===== config.mk =====
export PLATFORM = sky130hd
export DESIGN_NAME = qrs_sqrt_cell
export DESIGN_NICKNAME = d
export VERILOG_FILES = /design/src/rtl/core/qrs_pkg.sv /design/src/rtl/core/qrs_sqrt_cell.sv
export SDC_FILE = /design/constraint.sdc
export NUM_CORES = 1
export LEC_CHECK = 0
export BUFFER_PORTS_ARGS = -buffer_cell sky130_fd_sc_hd__buf_2
export CAP_MARGIN = 0
export CORE_AREA = 3 3 143 145
export DETAILED_ROUTE_END_ITERATION = 12
export DIE_AREA = 0 0 146 148
export GPL_TIMING_DRIVEN = 0
export PLACE_DENSITY = 0.66
export SETUP_SLACK_MARGIN = 0.5
export SYNTH_ARGS = -nofsm -noshare
export SYNTH_HDL_FRONTEND = slang
export SYNTH_SLANG_ARGS = --single-unit
export TNS_END_PERCENT = 10

===== constraint.sdc =====
create_clock -name i_clk -period 3.1 [get_ports i_clk]
set_clock_uncertainty 0.2 [all_clocks]
set_input_delay 0.31 -clock i_clk [delete_from_list [all_inputs] [get_ports i_clk]]
set_output_delay 0.31 -clock i_clk [all_outputs]
set_load 0.005 [all_outputs]

===== src/rtl/core/qrs_pkg.sv =====
// Types, constants and widths shared by the quadratic root solver.
`timescale 1ns / 1ps
`default_nettype none
package qrs_pkg;

    localparam int SQRT_STEPS = 32;
    localparam int DIV_STEPS  = 50;

    typedef struct packed {
        logic signed [15:0] coef_a;
        logic signed [15:0] coef_b;
        logic signed [15:0] coef_c;
    } t_qrs_in;

    typedef struct packed {
        logic        [1:0]  root_count;
        logic signed [31:0] single_root;
        logic signed [31:0] minus_root;
        logic signed [31:0] plus_root;
        logic               degenerate;
        logic               saturated;
    } t_qrs_out;

    // Setup held alongside the computation as it travels down a chain.
    typedef struct packed {
        logic              quad;
        logic              degen;
        logic [1:0]        count;
        logic              neg_den;
        logic [16:0]       den_mag;
        logic signed [33:0] nb;
    } t_qrs_ctl;

    function automatic logic [32:0] qrs_clip(input logic signed [50:0] v);
        logic [32:0] r;
        if (v > 51'sd2147483647) begin
            r = {1'b1, 32'h7FFF_FFFF};
        end else if (v < -51'sd2147483648) begin
            r = {1'b1, 32'h8000_0000};
        end else begin
            r = {1'b0, v[31:0]};
        end
        return r;
    endfunction

endpackage
`default_nettype wire


===== src/rtl/core/qrs_sqrt_cell.sv =====
// One restoring-square-root cell: retires two radicand bits per clock.
`timescale 1ns / 1ps
`default_nettype none
module qrs_sqrt_cell
    import qrs_pkg::*;
(
    input  wire logic        i_clk,
    input  wire logic        i_rst_n,
    input  wire logic        i_vld,
    input  wire t_qrs_ctl    i_ctl,
    input  wire logic [63:0] i_rad,
    input  wire logic [33:0] i_rem,
    input  wire logic [31:0] i_root,
    output logic             o_vld,
    output t_qrs_ctl         o_ctl,
    output logic [63:0]      o_rad,
    output logic [33:0]      o_rem,
    output logic [31:0]      o_root
);

    logic [33:0] n_trial;
    logic [33:0] n_sub;

    always_comb begin
        n_trial = {i_rem[31:0], i_rad[63:62]};
        n_sub   = {i_root, 2'b01};
    end

    always_ff @(posedge i_clk) begin
        if (!i_rst_n) begin
            o_vld <= 1'b0;
        end else begin
            o_vld <= i_vld;
        end
        o_ctl <= i_ctl;
        o_rad <= {i_rad[61:0], 2'b00};
        if (n_trial >= n_sub) begin
            o_rem  <= n_trial - n_sub;
            o_root <= {i_root[30:0], 1'b1};
        end else begin
            o_rem  <= n_trial;
            o_root <= {i_root[30:0], 1'b0};
        end
    end

endmodule
`default_nettype wire


# Word level (Yosys, flattened, before mapping)
# Cells that the tools add are included.
[word_totals]
register_bits = 185
mem_count = 0
input_bits = 189
rom_bits = 0
latch_bits = 0
mem_bits_rw = 0
output_inout_bits = 187
wordCells = 14
[classes]
bitwise = 0
eq_ne = 0
multipliers = 0
reduce_logical = 0
div_mod_pow = 0
mux = 2
add_sub_neg = 1
shift = 0
magnitude_cmp = 1
[ops]
columns = ["cell", "count"]
rows = [
  [">= comparator 34 bit", 1],
  ["two-way mux 34 bit", 1],
  ["subtractor 34 bit", 1],
  ["two-way mux 1 bit", 1],
]

# Longest topological paths before layout
[depth]
word_depth = 2
depth_mapped = 13
mapped_depth_nobuf = 10

# Worst setup path after synthesis
# No wires, ideal clock.
[synth_timing]
kind = "input -> register"
startpoint = "input i_root[9]"
endpoint = "register o_rem[25]"
stages = 12
slack_ns = 0.553
n_path_buf = 2
t_required_ns = 2.804
arrival_ns = 2.252
setup_time_ns = 0.096
path_cell_list = "inv_1 -> ha_1 -> a211o_1 -> a21oi_2 -> o211ai_1 -> a221oi_2 -> nor2_1 -> a21boi_1 -> buf_6 -> buf_4 -> nand2_1 -> o41ai_2"
[synth_via]
elab_chain_cells = 2
elab_cells_between_ends = 3
classes_between = "add/sub: 1; order compare: 1; mux: 1"
[synth_lines]
columns = ["item", "line", "rtl"]
rows = [
  ["start, declared", "qrs_sqrt_cell.sv:13", "input wire logic [31:0] i_root,"],
  ["subtractor 34 bit / >= comparator 34 bit (equally long branches)", "qrs_sqrt_cell.sv:38, qrs_sqrt_cell.sv:37", ""],
  ["two-way mux 34 bit (*)", "qrs_sqrt_cell.sv:37", "if (n_trial >= n_sub) begin"],
  ["end signal, assigned", "qrs_sqrt_cell.sv:38", "o_rem <= n_trial - n_sub;"],
  ["end signal, assigned", "qrs_sqrt_cell.sv:41", "o_rem <= n_trial;"],
  ["end, declared", "qrs_sqrt_cell.sv:17", "output logic [33:0] o_rem,"],
]
# Every way passes the cells marked *; elsewhere a longest branch is shown, timed or not.
# A chain may end at the register's enable or synchronous reset.

# Worst setup path after layout
[layout_timing]
startpoint = "input i_root[4]"
endpoint = "register o_rem[31]"
# Same word-level chain as after synthesis.

==> out/metrics.cfg <==
[clocking]
cts-root-buf=clkbuf_16
cts_max_path_buffers=2
cts_tree=yes
numCtsBuffers=17
cts_sinks=185
h-tree-depth=4
clkTransAtPathRegs_ps=80

[cells_and_area]
fin_nets=1380
final_util_pct=57.9
drive_gt1_share_pct=39.0
area_delta_synth_final_pct=81.7

[grt]
antenna_found_initial=5
grt_first_pass_wirelength_um=38200
grt_max_degree=23
grt_use_total_pct=23.0
overflow=0
first_global_vias=6579

[place]
dp_slack_ps=-166
gp_congestion=0.833
port_buffers=371
hpwlAfterDp_um=18400

[outcome]
status=finished clean

[pwr]
pwr-share-seq_pct=41.9
p_sw_share_pct=28.8
vdd_drop_max_uv=361
finalPower_uw=6230
p_switching_uw=1790
powerDensity_nw_per_um2=556
leakagePower_uw=0.00548
power_frac_comb_pct=20.6
clkPwrFrac_pct=37.5
p_int_uw=4430

[hold_path]
holdPathEnd=o_rem[31]
hp-start=i_rem[29]
hold_class=in2reg
worstHoldPathCells=3

[yosys]
netlist.area_leader.share_pct=60.1
syn_inst=572
synthArstFlopShare_pct=0
yosys.area.top_type=dfxtp_1
yosysUniqueCellTypes=60
synth_edf_count=0
seq_area_frac_synth_pct=60.1
yosysWarnings=0
netlist_top_cells_area=dfxtp_1, ha_1, nand2_1
synth_area_um2=6160
synth_seq_cells=185
synth_ff_type=dfxtp_1
syn_area_per_cell_um2=10.8

[route]
viasPerCell=4.46
vias=6403
routedWlPerCell_um=18.2
ant_nets=0
firstDrtPassIters=4
remaining_drc_errors=0
drt-total-wl_um=26200
dr.first_iter.drc_count=241

[timing]
period_share_pct=81.4
slew_viol_final=0
grt_setup_unrepaired=true
finalSetupViolations=0
fin_ws_ps=577
period_minus_slack_ps=2520
fin_hold_ws_ps=40.6
clock.fmax_mhz=396
hold_viol_final=0

[floorplanning]
initial_core_util_pct=31.9
io_pins=376
die_y_um=148
rows=51
core-area_um2=19300
chipWidth_um=146
dieArea_um2=21600

[setup_path]
worstPathArrival_ps=2640
worstSetupStartpointType=primary input
crit_path_end_kind=flip-flop
critPathKind=in2reg
critPathMaxFanout=6
crit_required_ps=3220

[run]
cap_violations=0

[cell families after synthesis]
group	share of synthesized area (%)
other	0.0608
flip-flops	60.1
AO/OA/AOI/OAI	15.4
buffers and inverters	4.59
XOR/XNOR	3.84
AND/OR/NAND/NOR	9.14
adder cells (fa/ha/maj)	6.90
[area by class of cell]
type                            count  area, um^2
Fill cell                        1611        8140
Timing Repair Buffer              565        3860
Sequential cell                   185        3700
Buffer                             15         153
Multi-Input combinational cell    324        2310
Inverter                           49         184
Tap cell                          265         332
Clock inverter                     15         228
Clock buffer                       17         425
Antenna cell                        1        2.50
[Yosys cell counts (2+ instances only)]
library cell and number:
a211o_1 2, a211oi_1 5, a21o_1 11, a21oi_1 36
a221oi_2 2, a31oi_1 3, and2_1 3, buf_4 5
buf_6 3, clkbuf_1 6, dfxtp_1 185, ha_1 34
inv_1 49, nand2_1 53, nand2b_1 3, nand3_1 11
nand4_1 7, nor2_1 21, nor2b_1 2, nor3_1 3
nor3b_1 2, nor4_1 4, o211ai_1 4, o21a_1 5
o21ai_0 30, o21ai_1 16, o21bai_1 6, o31a_1 2
o31ai_2 2, or3_1 2, xnor2_1 14, xor2_1 13
[critical path: stages]
cell and delay [ps]:
buf_2 90, inv_1 40, ha_1 380, nand3_2 180, a211oi_4 270, o31ai_4 140
o31a_1 400, o21ai_4 290, o211ai_2 140, a21o_1 190, a31o_1 200
[metal layers]
metal | up-vias | share of wire [%] | routed length (um) | GRT usage [%]
met3 | 73 | 7.1 | 1870 | 8.06
met5 | - | 0.21 | 55 | 0
li1 | 3125 | - | - | -
met1 | 2944 | 40 | 10400 | 26.1
met2 | 253 | 49 | 12700 | 39.1
met4 | 8 | 4.5 | 1180 | 10.6
[cells in the final DEF, fill, tap and decap left out, types with 3 or more instances in the layout]
| cell | n |
|---|---|
| and2_1 | 3 |
| o21ai_0 | 29 |
| nor3_1 | 3 |
| xnor2_1 | 14 |
| dfxtp_1 | 185 |
| clkbuf_16 | 22 |
| nand2_1 | 53 |
| inv_8 | 3 |
| buf_4 | 8 |
| xor2_1 | 13 |
| o211ai_1 | 4 |
| nand2b_1 | 3 |
| nor2_1 | 19 |
| o21a_1 | 5 |
| nand3_1 | 8 |
| a21oi_1 | 35 |
| o21ai_1 | 16 |
| o21bai_1 | 6 |
| nor4_1 | 3 |
| clkbuf_2 | 6 |
| ha_1 | 30 |
| inv_1 | 49 |
| buf_8 | 4 |
| a211oi_1 | 5 |
| dlygate4sd3_1 | 183 |
| nand4_1 | 7 |
| buf_2 | 371 |
| a31oi_1 | 3 |
| a21o_1 | 11 |
| clkinv_8 | 6 |
| inv_12 | 3 |
[registers in the layout (all words and copies together), names as in the netlist]
register  flops
o_rad        62
o_root       32
o_vld         1
o_ctl        56
o_rem        34
[worst max-delay path by stage]
stage | start | end | slack, ps | depth (start not counted)
2_1_floorplan | i_root[9] | o_rem[25] | 550 | 12
3_3_place_gp | i_root[17] | o_rem[16] | -140 | 12
3_5_place_dp | i_rem[17] | o_rem[16] | -170 | 11
4_1_cts | i_root[17] | o_rem[23] | 490 | 14
5_1_grt | i_root[7] | o_rem[23] | 430 | 13
6_report | i_root[4] | o_rem[31] | 580 | 11
[stage by stage]
step	setup TNS (ps)	cells	instance area [um^2]
after floorplan	0	573	6170
after global placement	-754	1209	8360
after detailed placement	-874	1209	8360
after CTS	0	1424	10800
after global routing	0	1435	11200
final	0	1436	11200
[power by group through the flow]
stage	sequential, uW	combinational (uW)	clock [uW]
floorplan	2690	457	0
global placement	2650	960	0
detailed placement	2660	963	0
CTS	2610	1160	2380
global route	2630	1390	2470
finish	2610	1290	2330
[timing repair]
| action | in CTS | in global routing |
|---|---|---|
| gates cloned | 0 | 6 |
| pin swaps | 3 | 9 |
| hold buffers | 183 | 0 |
| hold endpoints to repair | 182 | 0 |
| resized for setup | 2 | 48 |
| endpoints found under the setup margin | 30 | 34 |
| buffers inserted | 0 | 5 |
Note: power is estimated with default switching activity, not from simulation.
