## src/rtl/core/qrs_pkg.sv

```systemverilog
// Types, constants and widths shared by the quadratic root solver.
`timescale 1ns / 1ps
`default_nettype none
package qrs_pkg;

    localparam int SQRT_STEPS = 32;
    localparam int DIV_STEPS  = 50;

    typedef struct packed {
        logic signed [15:0] coef_a;
        logic signed [15:0] coef_b;
        logic signed [15:0] coef_c;
    } t_qrs_in;

    typedef struct packed {
        logic        [1:0]  root_count;
        logic signed [31:0] single_root;
        logic signed [31:0] minus_root;
        logic signed [31:0] plus_root;
        logic               degenerate;
        logic               saturated;
    } t_qrs_out;

    // Setup held alongside the computation as it travels down a chain.
    typedef struct packed {
        logic              quad;
        logic              degen;
        logic [1:0]        count;
        logic              neg_den;
        logic [16:0]       den_mag;
        logic signed [33:0] nb;
    } t_qrs_ctl;

    function automatic logic [32:0] qrs_clip(input logic signed [50:0] v);
        logic [32:0] r;
        if (v > 51'sd2147483647) begin
            r = {1'b1, 32'h7FFF_FFFF};
        end else if (v < -51'sd2147483648) begin
            r = {1'b1, 32'h8000_0000};
        end else begin
            r = {1'b0, v[31:0]};
        end
        return r;
    endfunction

endpackage
`default_nettype wire

```

## src/rtl/core/qrs_div_cell.sv

```systemverilog
// One restoring-divide cell: three unsigned quotients, one bit per clock.
`timescale 1ns / 1ps
`default_nettype none
module qrs_div_cell
    import qrs_pkg::*;
(
    input  wire logic             i_clk,
    input  wire logic             i_rst_n,
    input  wire logic             i_vld,
    input  wire t_qrs_ctl         i_ctl,
    input  wire logic [2:0]       i_neg,
    input  wire logic [2:0][49:0] i_num,
    input  wire logic [2:0][16:0] i_rem,
    input  wire logic [2:0][49:0] i_quo,
    output logic                  o_vld,
    output t_qrs_ctl              o_ctl,
    output logic [2:0]            o_neg,
    output logic [2:0][49:0]      o_num,
    output logic [2:0][16:0]      o_rem,
    output logic [2:0][49:0]      o_quo
);

    logic [2:0][17:0] n_trial;

    always_comb begin
        for (int k = 0; k < 3; k++) begin
            n_trial[k] = {i_rem[k], i_num[k][49]};
        end
    end

    always_ff @(posedge i_clk) begin
        if (!i_rst_n) begin
            o_vld <= 1'b0;
        end else begin
            o_vld <= i_vld;
        end
        o_ctl <= i_ctl;
        o_neg <= i_neg;
        for (int k = 0; k < 3; k++) begin
            o_num[k] <= {i_num[k][48:0], 1'b0};
            if (n_trial[k] >= {1'b0, i_ctl.den_mag}) begin
                o_rem[k] <= 17'(n_trial[k] - {1'b0, i_ctl.den_mag});
                o_quo[k] <= {i_quo[k][48:0], 1'b1};
            end else begin
                o_rem[k] <= n_trial[k][16:0];
                o_quo[k] <= {i_quo[k][48:0], 1'b0};
            end
        end
    end

endmodule
`default_nettype wire

```

## config.mk

```make
export PLATFORM = sky130hd
export DESIGN_NAME = qrs_div_cell
export DESIGN_NICKNAME = d
export VERILOG_FILES = /design/src/rtl/core/qrs_pkg.sv /design/src/rtl/core/qrs_div_cell.sv
export SDC_FILE = /design/constraint.sdc
export NUM_CORES = 1
export LEC_CHECK = 0
export BUFFER_PORTS_ARGS = -buffer_cell sky130_fd_sc_hd__buf_4
export CORE_AREA = 2 2 324 326
export DETAILED_ROUTE_END_ITERATION = 16
export DIE_AREA = 0 0 326 328
export HOLD_SLACK_MARGIN = 0.02
export SYNTH_ARGS = -nofsm -noshare
export SYNTH_HDL_FRONTEND = slang
export SYNTH_SLANG_ARGS = --single-unit
```

## constraint.sdc

```tcl
create_clock -name i_clk -period 5.1 [get_ports i_clk]
set_input_delay 1.02 -clock i_clk [delete_from_list [all_inputs] [get_ports i_clk]]
set_output_delay 1.02 -clock i_clk [all_outputs]
set_load 0.01 [all_outputs]
```

**Word level (Yosys, flattened, before mapping)**

Index checks and enable logic that the tools add are counted.

- Flip-flop bits (word level): 408
- Input bits: 413
- Output and inout port bits: 411
- Word-level logic and storage cells: 29

- Add/subtract/negate cells: 3
- $lt $le $gt $ge: 3
- Mux-type cells: 6

Operator list:

| operator | count |
|---|---|
| $ge 18x17->1 | 3 |
| $mux 17 | 3 |
| $sub 17x17->17 | 3 |
| $mux 1 | 3 |

**Longest topological paths before layout**

Gate-level depths: netlist (run 1).

- Depth in word-level cells: 2
- Depth in mapped cells: 12
- Mapped depth without buffers: 11

**Worst setup path before layout (run 1)**

No wires, ideal clock.

- Path kind: input port to flip-flop
- Start point: in i_num[99] in the netlist's numbering
- End point: reg o_rem[23] in the netlist's numbering
- Setup time: 0.121 ns
- Arrival time: 3.158 ns
- Slack: 1.820 ns
- Stages: 12
- Buffers on the path: 1
- Path through: inv_1 > ha_1 > inv_1 > fa_1 > a21o_1 > a221oi_4 > a21oi_2 > o211ai_2 > and3_4 > inv_4 > buf_12 > mux2_4

- Longest elaborated chain between the ends: 2
- Elaborated cells on any way between the ends: 3

Ends and longest elaborated chain:

| what | RTL line | source |
|---|---|---|
| from (decl) | qrs_div_cell.sv:12 | `input wire logic [2:0][49:0] i_num,` |
| $sub 17x17->17 or $ge 18x17->1 (tied branches) | qrs_div_cell.sv:42, qrs_div_cell.sv:41 |  |
| $mux 17 (*) | qrs_div_cell.sv:41 | `if (n_trial[k] >= {1'b0, i_ctl.den_mag}) begin` |
| to (signal, indexed assignment) | qrs_div_cell.sv:42 | `o_rem[k] <= 17'(n_trial[k] - {1'b0, i_ctl.den_mag});` |
| to (signal, indexed assignment) | qrs_div_cell.sv:45 | `o_rem[k] <= n_trial[k][16:0];` |
| to (decl) | qrs_div_cell.sv:19 | `output logic [2:0][16:0] o_rem,` |

Every way passes the cells marked *; elsewhere a longest branch is shown, timed or not.
A chain may end at the register's enable or synchronous reset.

**Final worst setup path (run 1)**

- Start point: in i_num[149] in the netlist's numbering
- End point: reg o_rem[35] in the netlist's numbering

Same word-level chain as after synthesis.

==> results of run 1 <==
## logic make-up after synthesis
group                      after synthesis
DFF                                    408
AOI/OAI and AO/OA                      151
and+or+nand+nor                        107
adders and majority gates               54
buffers and inverters                   51
muxes                                   46
xor gates and xnor gates                35
other                                    1
## through the flow
step	utilization	std cells	hold slack (ns)
global route	0.206	3133	0.415
global placement	0.188	3038	1.12
floorplan	-	855	1.05
detailed placement	0.188	3038	1.13
CTS	0.206	3133	0.394
finish	0.206	3137	0.467
## worst paths after layout
check                          endpoint  cells after the start
worst max-delay path  o_rem[35]$_DFF_P_                     11
worst min-delay path  o_num[68]$_DFF_P_                      1
## flip-flops by register name, indices dropped and copies added (netlist names)
signal and count:
o_ctl 56, o_neg 3, o_num 147, o_quo 150, o_rem 51, o_vld 1
## report_power, final
| part | leakage [nW] | switching (mW) | internal, mW |
|---|---|---|---|
| Clock | 0.917 | 1.61 | 2.47 |
| Combinational | 5.55 | 0.651 | 0.698 |
| Sequential | 3.44 | 0.0801 | 3.43 |
| Total | 9.91 | 2.34 | 6.60 |
## cell type report
class / count / area [um^2] / share of cell area
Tap cell: 1380 / 1730 / 0.0812
Clock inverter: 29 / 473 / 0.0222
Sequential cell: 408 / 8170 / 0.384
Timing Repair Buffer: 818 / 6140 / 0.289
Inverter: 36 / 138 / 0.00647
Antenna cell: 4 / 10.0 / 0.000471
Multi-Input combinational cell: 396 / 3180 / 0.149
Clock buffer: 66 / 1430 / 0.0674
## per-layer routing
| layer | routed length [um] | GRT usage | vias to the layer above |
|---|---|---|---|
| li1 | - | - | 4668 |
| met1 | 30000 | 0.156 | 4723 |
| met2 | 38100 | 0.240 | 585 |
| met3 | 11500 | 0.0926 | 99 |
| met4 | 1280 | 0.0281 | 36 |
| met5 | 203 | 0 | - |
## cells in the mapped netlist (5+ instances only)
master and instances:
dfxtp_1 408, ha_1 51, a21oi_1 37, inv_1 35, mux2_2 30, o21ai_0 27
a21o_1 24, nand2_1 22, nor2_1 20, xor2_1 19, xnor2_1 16, nand3_1 14
nand4_1 13, mux2_4 11, o21a_1 8, a211oi_1 7, and3_1 7, mux2i_1 5
nor2b_1 5, o211ai_1 5, o31ai_1 5, or2_2 5
==> results.txt, run 1 <==
Post-Syn Area -> 0.0116 mm^2
RSZ-0062 raised after global routing -> no
Area leader, netlist -> dfxtp_1
Multiplexer share of the synthesized area -> 0.0477
GRT Util Overall -> 0.145
PD cells -> 420 mW/mm^2
First DRT Iteration DRCs -> 355
Top-area cell type share of the netlist area -> 0.704
Commonest non-fill, non-tap cell in the layout -> buf_4
Total clock sinks -> 408
H-tree depth -> 2
Fillers -> 11.3k
Bufs and invs on worst path -> 3
Clk root buf -> clkbuf_16
Dpl cell area -> 0.0194 mm^2
First-pass GRT wire length -> 101000 um
Vias -> 10.1k
Critical Path AT -> 3.63 ns
Drt wl/cell -> 25.9 um
Largest cells by area after synthesis -> dfxtp_1, ha_1, mux2_2, a21oi_1, a21o_1
DIE HEIGHT -> 328 um
Largest fanout on the critical path -> 18
Initial Util -> 0.112
HP Class -> input port to flop
Post-synthesis cell type count -> 64
Synthesized flop and latch total -> 408
Port buffer count -> 817
Final setup vio count -> 0
Initial antenna violation count -> 39
Congestion Overflow GR -> 0
Largest family of logic cells by synthesized area -> compound AO/OA/AOI/OAI gates
Post-synthesis xor/xnor area fraction -> 0.0264
Slew @ Worst Pin -> 0.756 ns
Fin. Hold Viols -> 0
Slowest stage delay, CP -> 0.42 ns
Most frequent CP cell -> inv_1
Sequential fraction of the synthesis area -> 0.704
Final wirelength -> 81200 um
Crit path capture type -> flop
Total power -> 8.94 mW
Detail Route Antenna Nets -> 0
Gp weighted congestion -> 0.854
Final max-slew violation count -> 0
Num rows -> 118
Setup WS pre-CTS -> 1.32 ns
TritonCTS clock tree -> yes
Slew HR -> 0.493
Synth Area in Simple Gates -> 0.0486
Clk pin slew, worst setup/hold paths -> 0.06 ns
Post-cts resize count -> 0
Layout cells sized above 1 -> 0.550
Final #Nets -> 2179
Synth warnings -> 0
Startpoint types -> input port
Hold Startpoint -> i_num[67]
Worst-path cell chain -> buf_4 -> inv_1 -> ha_1 -> inv_1 -> fa_1 -> a21oi_1 -> o211ai_1 -> a21oi_2 -> a211o_1 -> and2_4 -> mux2_2
Status -> complete, no violations
Final worst slack -> 1.98 ns
Mean number of vias per cell -> 3.22
Detailed-route DRC error count -> 0
Post-synth EDFFs -> 0
Max frequency -> 0.321 GHz
Dominant synthesized flop cell -> dfxtp_1
Setup TNS -> 0 ns
Crit path from -> i_num[149]
Synth Area in Compound Gates -> 0.0903
Max-cap viol count -> 0
Req. time, crit path -> 5.61 ns
Vias in the first global route -> 10.1k
Worst-case vdd ir drop -> 0.334 mV
Clock Tree Buf Depth -> 3
DR pass1 iterations -> 5
Final Cell Area -> 0.0213 mm^2
Commonest non-fill, non-tap cells in the layout -> buf_4, dfxtp_1, clkbuf_16, ha_1, a21oi_1
Asr flop ratio synth -> 0
Synth Area in Adders -> 0.0602
Largest net degree at the start of global routing -> 19
Gate Count Post-Synth -> 853
DP Wirelength -> 71000 um
Die area -> 0.107 mm^2
LEAKAGE -> 9.91 nW
Area grow syn2layout -> 83.4%
# IOs -> 824
Top Family by Delay on Critical Path -> compound AO/OA/AOI/OAI gates
Total CTS buffers -> 52
Period utilization -> 0.612
Cts hold-fix bufs -> 0
DIE WIDTH -> 326 um
Slowest-stage cell, CP -> fa_1
Syn avg cell area -> 13.6 um^2
Setup Crit Path Kind -> input port to flop
Core Box Area -> 0.103 mm^2
Setup Fix Bufs, Post-CTS -> 0
Final min period -> 3.12 ns
Power figures use the tool's default switching activity.
==> run 2: changes to the inputs <==
CORE_AREA = 2 2 318 320   (was 2 2 324 326)
DIE_AREA = 0 0 320 322   (was 0 0 326 328)
clock period = 2.65 ns   (was 5.1 ns; I/O delays follow)
==> results.txt, run 2 (synthesis gave the netlist of run 1 again) <==
# IOs -> 824
Die area -> 0.103 mm^2
Largest register FFs -> 150
Drt wl/cell -> 24.9 um
Final worst slack -> 0.0549 ns
Max-cap viol count -> 0
DIE HEIGHT -> 322 um
Status -> complete, no violations
Clock Tree Buf Depth -> 3
DIE WIDTH -> 320 um
Final Cell Area -> 0.0260 mm^2
RSZ-0062 raised after global routing -> no
GRT Util Overall -> 0.164
Num rows -> 116
DP Wirelength -> 74000 um
Port buffer count -> 817
Total clock sinks -> 408
Clk root buf -> clkbuf_16
Final wirelength -> 88600 um
HP Class -> input port to flop
Total CTS buffers -> 52
Final min period -> 2.60 ns
Crit path from -> i_ctl[43]
TritonCTS clock tree -> yes
Fillers -> 10.5k
Core Box Area -> 0.0996 mm^2
PD cells -> 691 mW/mm^2
Final setup vio count -> 0
First DRT Iteration DRCs -> 468
H-tree depth -> 2
Gp weighted congestion -> 0.848
Vias in the first global route -> 12.7k
WHS Path Cells -> 1
Largest net degree at the start of global routing -> 19
Congestion Overflow GR -> 0
WHS Endpoint -> o_ctl[34]$_DFF_P_
LEAKAGE -> 12.1 nW
Worst-case vdd ir drop -> 0.441 mV
Slew HR -> 0.611
Max frequency -> 0.385 GHz
First-pass GRT wire length -> 111000 um
Area grow syn2layout -> 124%
Commonest non-fill, non-tap cell in the layout -> buf_4
Slowest-stage cell, CP -> dlygate4sd3_1
Initial Util -> 0.116
Critical Path AT -> 3.11 ns
Vias -> 12.1k
Biggest registers after layout -> o_quo (150), o_num (147), o_ctl (56)
Largest fanout on the critical path -> 5
Setup Fix Bufs, Post-CTS -> 0
Area of the multi-input gates -> 0.00330 mm^2
Worst-path cell chain -> dlygate4sd3_1 -> buf_4 -> inv_1 -> buf_12 -> buf_4 -> ha_4 -> nand4_1 -> or3_4 -> a211o_4 -> and2_4 -> mux2_4
Commonest non-fill, non-tap cells in the layout -> buf_4, dfxtp_1, dlygate4sd3_1, clkbuf_16, ha_1
Setup TNS -> 0 ns
Detail Route Antenna Nets -> 0
Period utilization -> 0.979
Layout cells sized above 1 -> 0.500
Detailed-route DRC error count -> 0
Total power -> 17.9 mW
Post-route core utilization -> 0.261
Slew @ Worst Pin -> 0.569 ns
Biggest register -> o_quo
Most frequent CP cell -> buf_4
Hold Startpoint -> i_ctl[34]
Mean number of vias per cell -> 3.39
Clk pin slew, worst setup/hold paths -> 0.06 ns
Req. time, crit path -> 3.17 ns
Final max-slew violation count -> 0
Startpoint types -> input port
Flip-flop and latch area -> 0.00817 mm^2
Setup Crit Path Kind -> input port to flop
Initial antenna violation count -> 35
Final #Nets -> 2668
Crit path capture type -> flop
Setup WS pre-CTS -> -0.307 ns
Dpl cell area -> 0.0204 mm^2
Fin. Hold Viols -> 0
Slowest stage delay, CP -> 0.53 ns
DR pass1 iterations -> 4
==> run 2: changes by cell type in the layout (fill, tap and decap cells not counted), sizes merged <==
cell,delta
clkinvlp,+3
bufinv,-1
and2,+3
buf,+135
clkbuf,-3
inv,-5
dlygate4sd3,+348
diode,+19
clkinv,+6
dlymetal6s4s,+3
==> run 2: stage by stage <==
step	cells	hold slack (ns)
after floorplan	855	0.558
after global placement	3091	0.634
after detailed placement	3091	0.635
after CTS	3537	0.0393
after global routing	3556	0.0569
final	3563	0.0786
==> run 2: worst max-delay path: cells and delay by family <==
| family | cells | cell delay [ns] |
|---|---|---|
| compound gates | 1 | 0.35 |
| fa+ha+maj | 1 | 0.26 |
| buf+inv | 5 | 0.97 |
| mux | 1 | 0.30 |
| simple gates | 3 | 0.70 |
==> run 2: power breakdown <==
group	switching [mW]	internal, mW
Clock	3.15	4.55
Sequential	0.180	6.60
Combinational	1.53	1.92
==> run 2: what timing repair did <==
item                       CTS  global route
hold buffers               351             0
hold endpoints to repair   351             0
setup endpoints to repair    0            44
resized for setup            0            17
==> run 2: worst max-delay path by stage <==
stage	cells after the start	to	slack, ns
final	11	o_rem[44]$_DFF_P_	0.05
after global routing	12	o_rem[42]$_DFF_P_	0.003
after global placement	11	o_rem[49]$_DFF_P_	-0.32
after CTS	12	o_rem[5]$_DFF_P_	0.02
after floorplan	12	o_rem[23]$_DFF_P_	-0.11
after detailed placement	12	o_rem[23]$_DFF_P_	-0.31
==> run 2: layout make-up <==
class | instances | share of cell area
Clock inverter | 32 | 0.0172
Inverter | 36 | 0.00632
Sequential cell | 408 | 0.315
Tap cell | 1298 | 0.0626
Clock buffer | 63 | 0.0537
Timing Repair Buffer | 1304 | 0.416
Antenna cell | 23 | 0.00222
Multi-Input combinational cell | 399 | 0.127
==> run 2: metal layers <==
layer	vias to the layer above	part of all wire	GRT usage
met4	12	0.050	0.0777
met3	158	0.14	0.103
met5	-	0.0016	0.00473
met1	5615	0.36	0.171
li1	5670	-	-
met2	627	0.44	0.258
==> run 3: changes to the inputs <==
MAX_ROUTING_LAYER = met4   (was default)
==> results.txt, run 3 (synthesis gave the netlist of run 1 again) <==
Die area -> 0.103 mm^2
Largest net degree at the start of global routing -> 19
Clk pin slew, worst setup/hold paths -> 0.06 ns
# IOs -> 824
H-tree depth -> 2
Gp weighted congestion -> 0.859
Worst-path cell chain -> dlygate4sd3_1 -> buf_4 -> inv_1 -> buf_12 -> ha_4 -> nand4_1 -> a21oi_1 -> o21ai_1 -> o221a_2 -> o21ai_4 -> clkbuf_16 -> mux2_2
Req. time, crit path -> 3.17 ns
Drt wl/cell -> 24.7 um
Slew @ Worst Pin -> 0.509 ns
Biggest register -> o_quo
Clk root buf -> clkbuf_16
Status -> complete, no violations
Final max-slew violation count -> 0
TritonCTS clock tree -> yes
Detail Route Antenna Nets -> 0
Max-cap viol count -> 0
Port buffer count -> 817
Final setup vio count -> 0
Dpl cell area -> 0.0204 mm^2
HP Class -> input port to flop
Initial antenna violation count -> 31
Vias in the first global route -> 12.5k
DIE WIDTH -> 320 um
Slowest stage delay, CP -> 0.53 ns
Hold WS -> 0.0706 ns
Num rows -> 116
DP Wirelength -> 74000 um
Core Box Area -> 0.0996 mm^2
First DRT Iteration DRCs -> 413
Total CTS buffers -> 50
PD cells -> 679 mW/mm^2
Area grow syn2layout -> 124%
Fin. Hold Viols -> 0
Detailed-route DRC error count -> 0
DIE HEIGHT -> 322 um
Final wirelength -> 88000 um
Slew HR -> 0.652
Biggest registers after layout -> o_quo (150), o_num (147), o_ctl (56)
Total clock sinks -> 408
DR pass1 iterations -> 4
Critical Path AT -> 3.10 ns
Setup Crit Path Kind -> input port to flop
Largest register FFs -> 150
Commonest non-fill, non-tap cells in the layout -> buf_4, dfxtp_1, dlygate4sd3_1, clkbuf_16, ha_1
Slowest-stage cell, CP -> dlygate4sd3_1
LEAKAGE -> 12.1 nW
Layout cells sized above 1 -> 0.502
Congestion Overflow GR -> 0
Clock Tree Buf Depth -> 3
Commonest non-fill, non-tap cell in the layout -> buf_4
Max frequency -> 0.388 GHz
Initial Util -> 0.116
Startpoint types -> input port
GRT Util Overall -> 0.168
Period utilization -> 0.973
Largest fanout on the critical path -> 8
First-pass GRT wire length -> 111000 um
Crit path capture type -> flop
Worst-case vdd ir drop -> 0.501 mV
Final min period -> 2.58 ns
Vias -> 12.0k
Final #Nets -> 2669
Top Family by Delay on Critical Path -> buffers and inverters
Mean number of vias per cell -> 3.35
Bufs and invs on worst path -> 5
Final Cell Area -> 0.0259 mm^2
[run 3: metrics by stage]
| step | utilization | total power, mW | setup slack (ns) | instances | setup TNS (ns) |
|---|---|---|---|---|---|
| 3_3_place_gp | 0.205 | 9.86 | -0.306 | 3091 | -8.53 |
| 6_report | 0.260 | 17.6 | 0.0703 | 3562 | 0 |
| 2_1_floorplan | - | 7.86 | -0.108 | 855 | -0.767 |
| 5_1_grt | 0.260 | 18.4 | -0.00331 | 3559 | -0.00508 |
| 3_5_place_dp | 0.205 | 9.86 | -0.300 | 3091 | -9.01 |
| 4_1_cts | 0.258 | 17.9 | 0.0208 | 3536 | 0 |
[run 3: power breakdown]
part / switching [mW] / total, mW / leakage, nW / internal [mW]
sequential: 0.178 / 6.78 / 3.44 / 6.60
clock: 3.10 / 7.34 / 0.844 / 4.24
combinational: 1.54 / 3.47 / 7.77 / 1.94
[run 3: worst paths after layout]
path / startpoint / to / slack, ns / depth (start not counted)
max: i_ctl[45] / o_rem[12]$_DFF_P_ / 0.07 / 12
min: i_ctl[34] / o_ctl[34]$_DFF_P_ / 0.07 / 1
[run 3: final cells by class]
cell class	instances	area [um^2]
Sequential cell	408	8170
Timing Repair Buffer	1307	10900
Fill cell	10500	73600
Antenna cell	20	50.0
Inverter	36	165
Tap cell	1298	1620
Clock inverter	26	308
Multi-Input combinational cell	399	3310
Clock buffer	68	1440
[run 3: timing repair]
| action | in CTS | in global routing |
|---|---|---|
| hold buffers | 351 | 0 |
| resized for setup | 0 | 24 |
| buffers inserted | 0 | 1 |
| endpoints found under the setup margin | 0 | 46 |
| endpoints found under the hold margin | 351 | 0 |
[run 3: routing by layer]
metal  vias to the layer above  track usage  wire (um)
met5                         -            -          0
met4                         0       0.0690       3870
met3                       111        0.100      12000
met2                       607        0.256      39100
met1                      5559        0.175      32900
li1                       5673            -          -
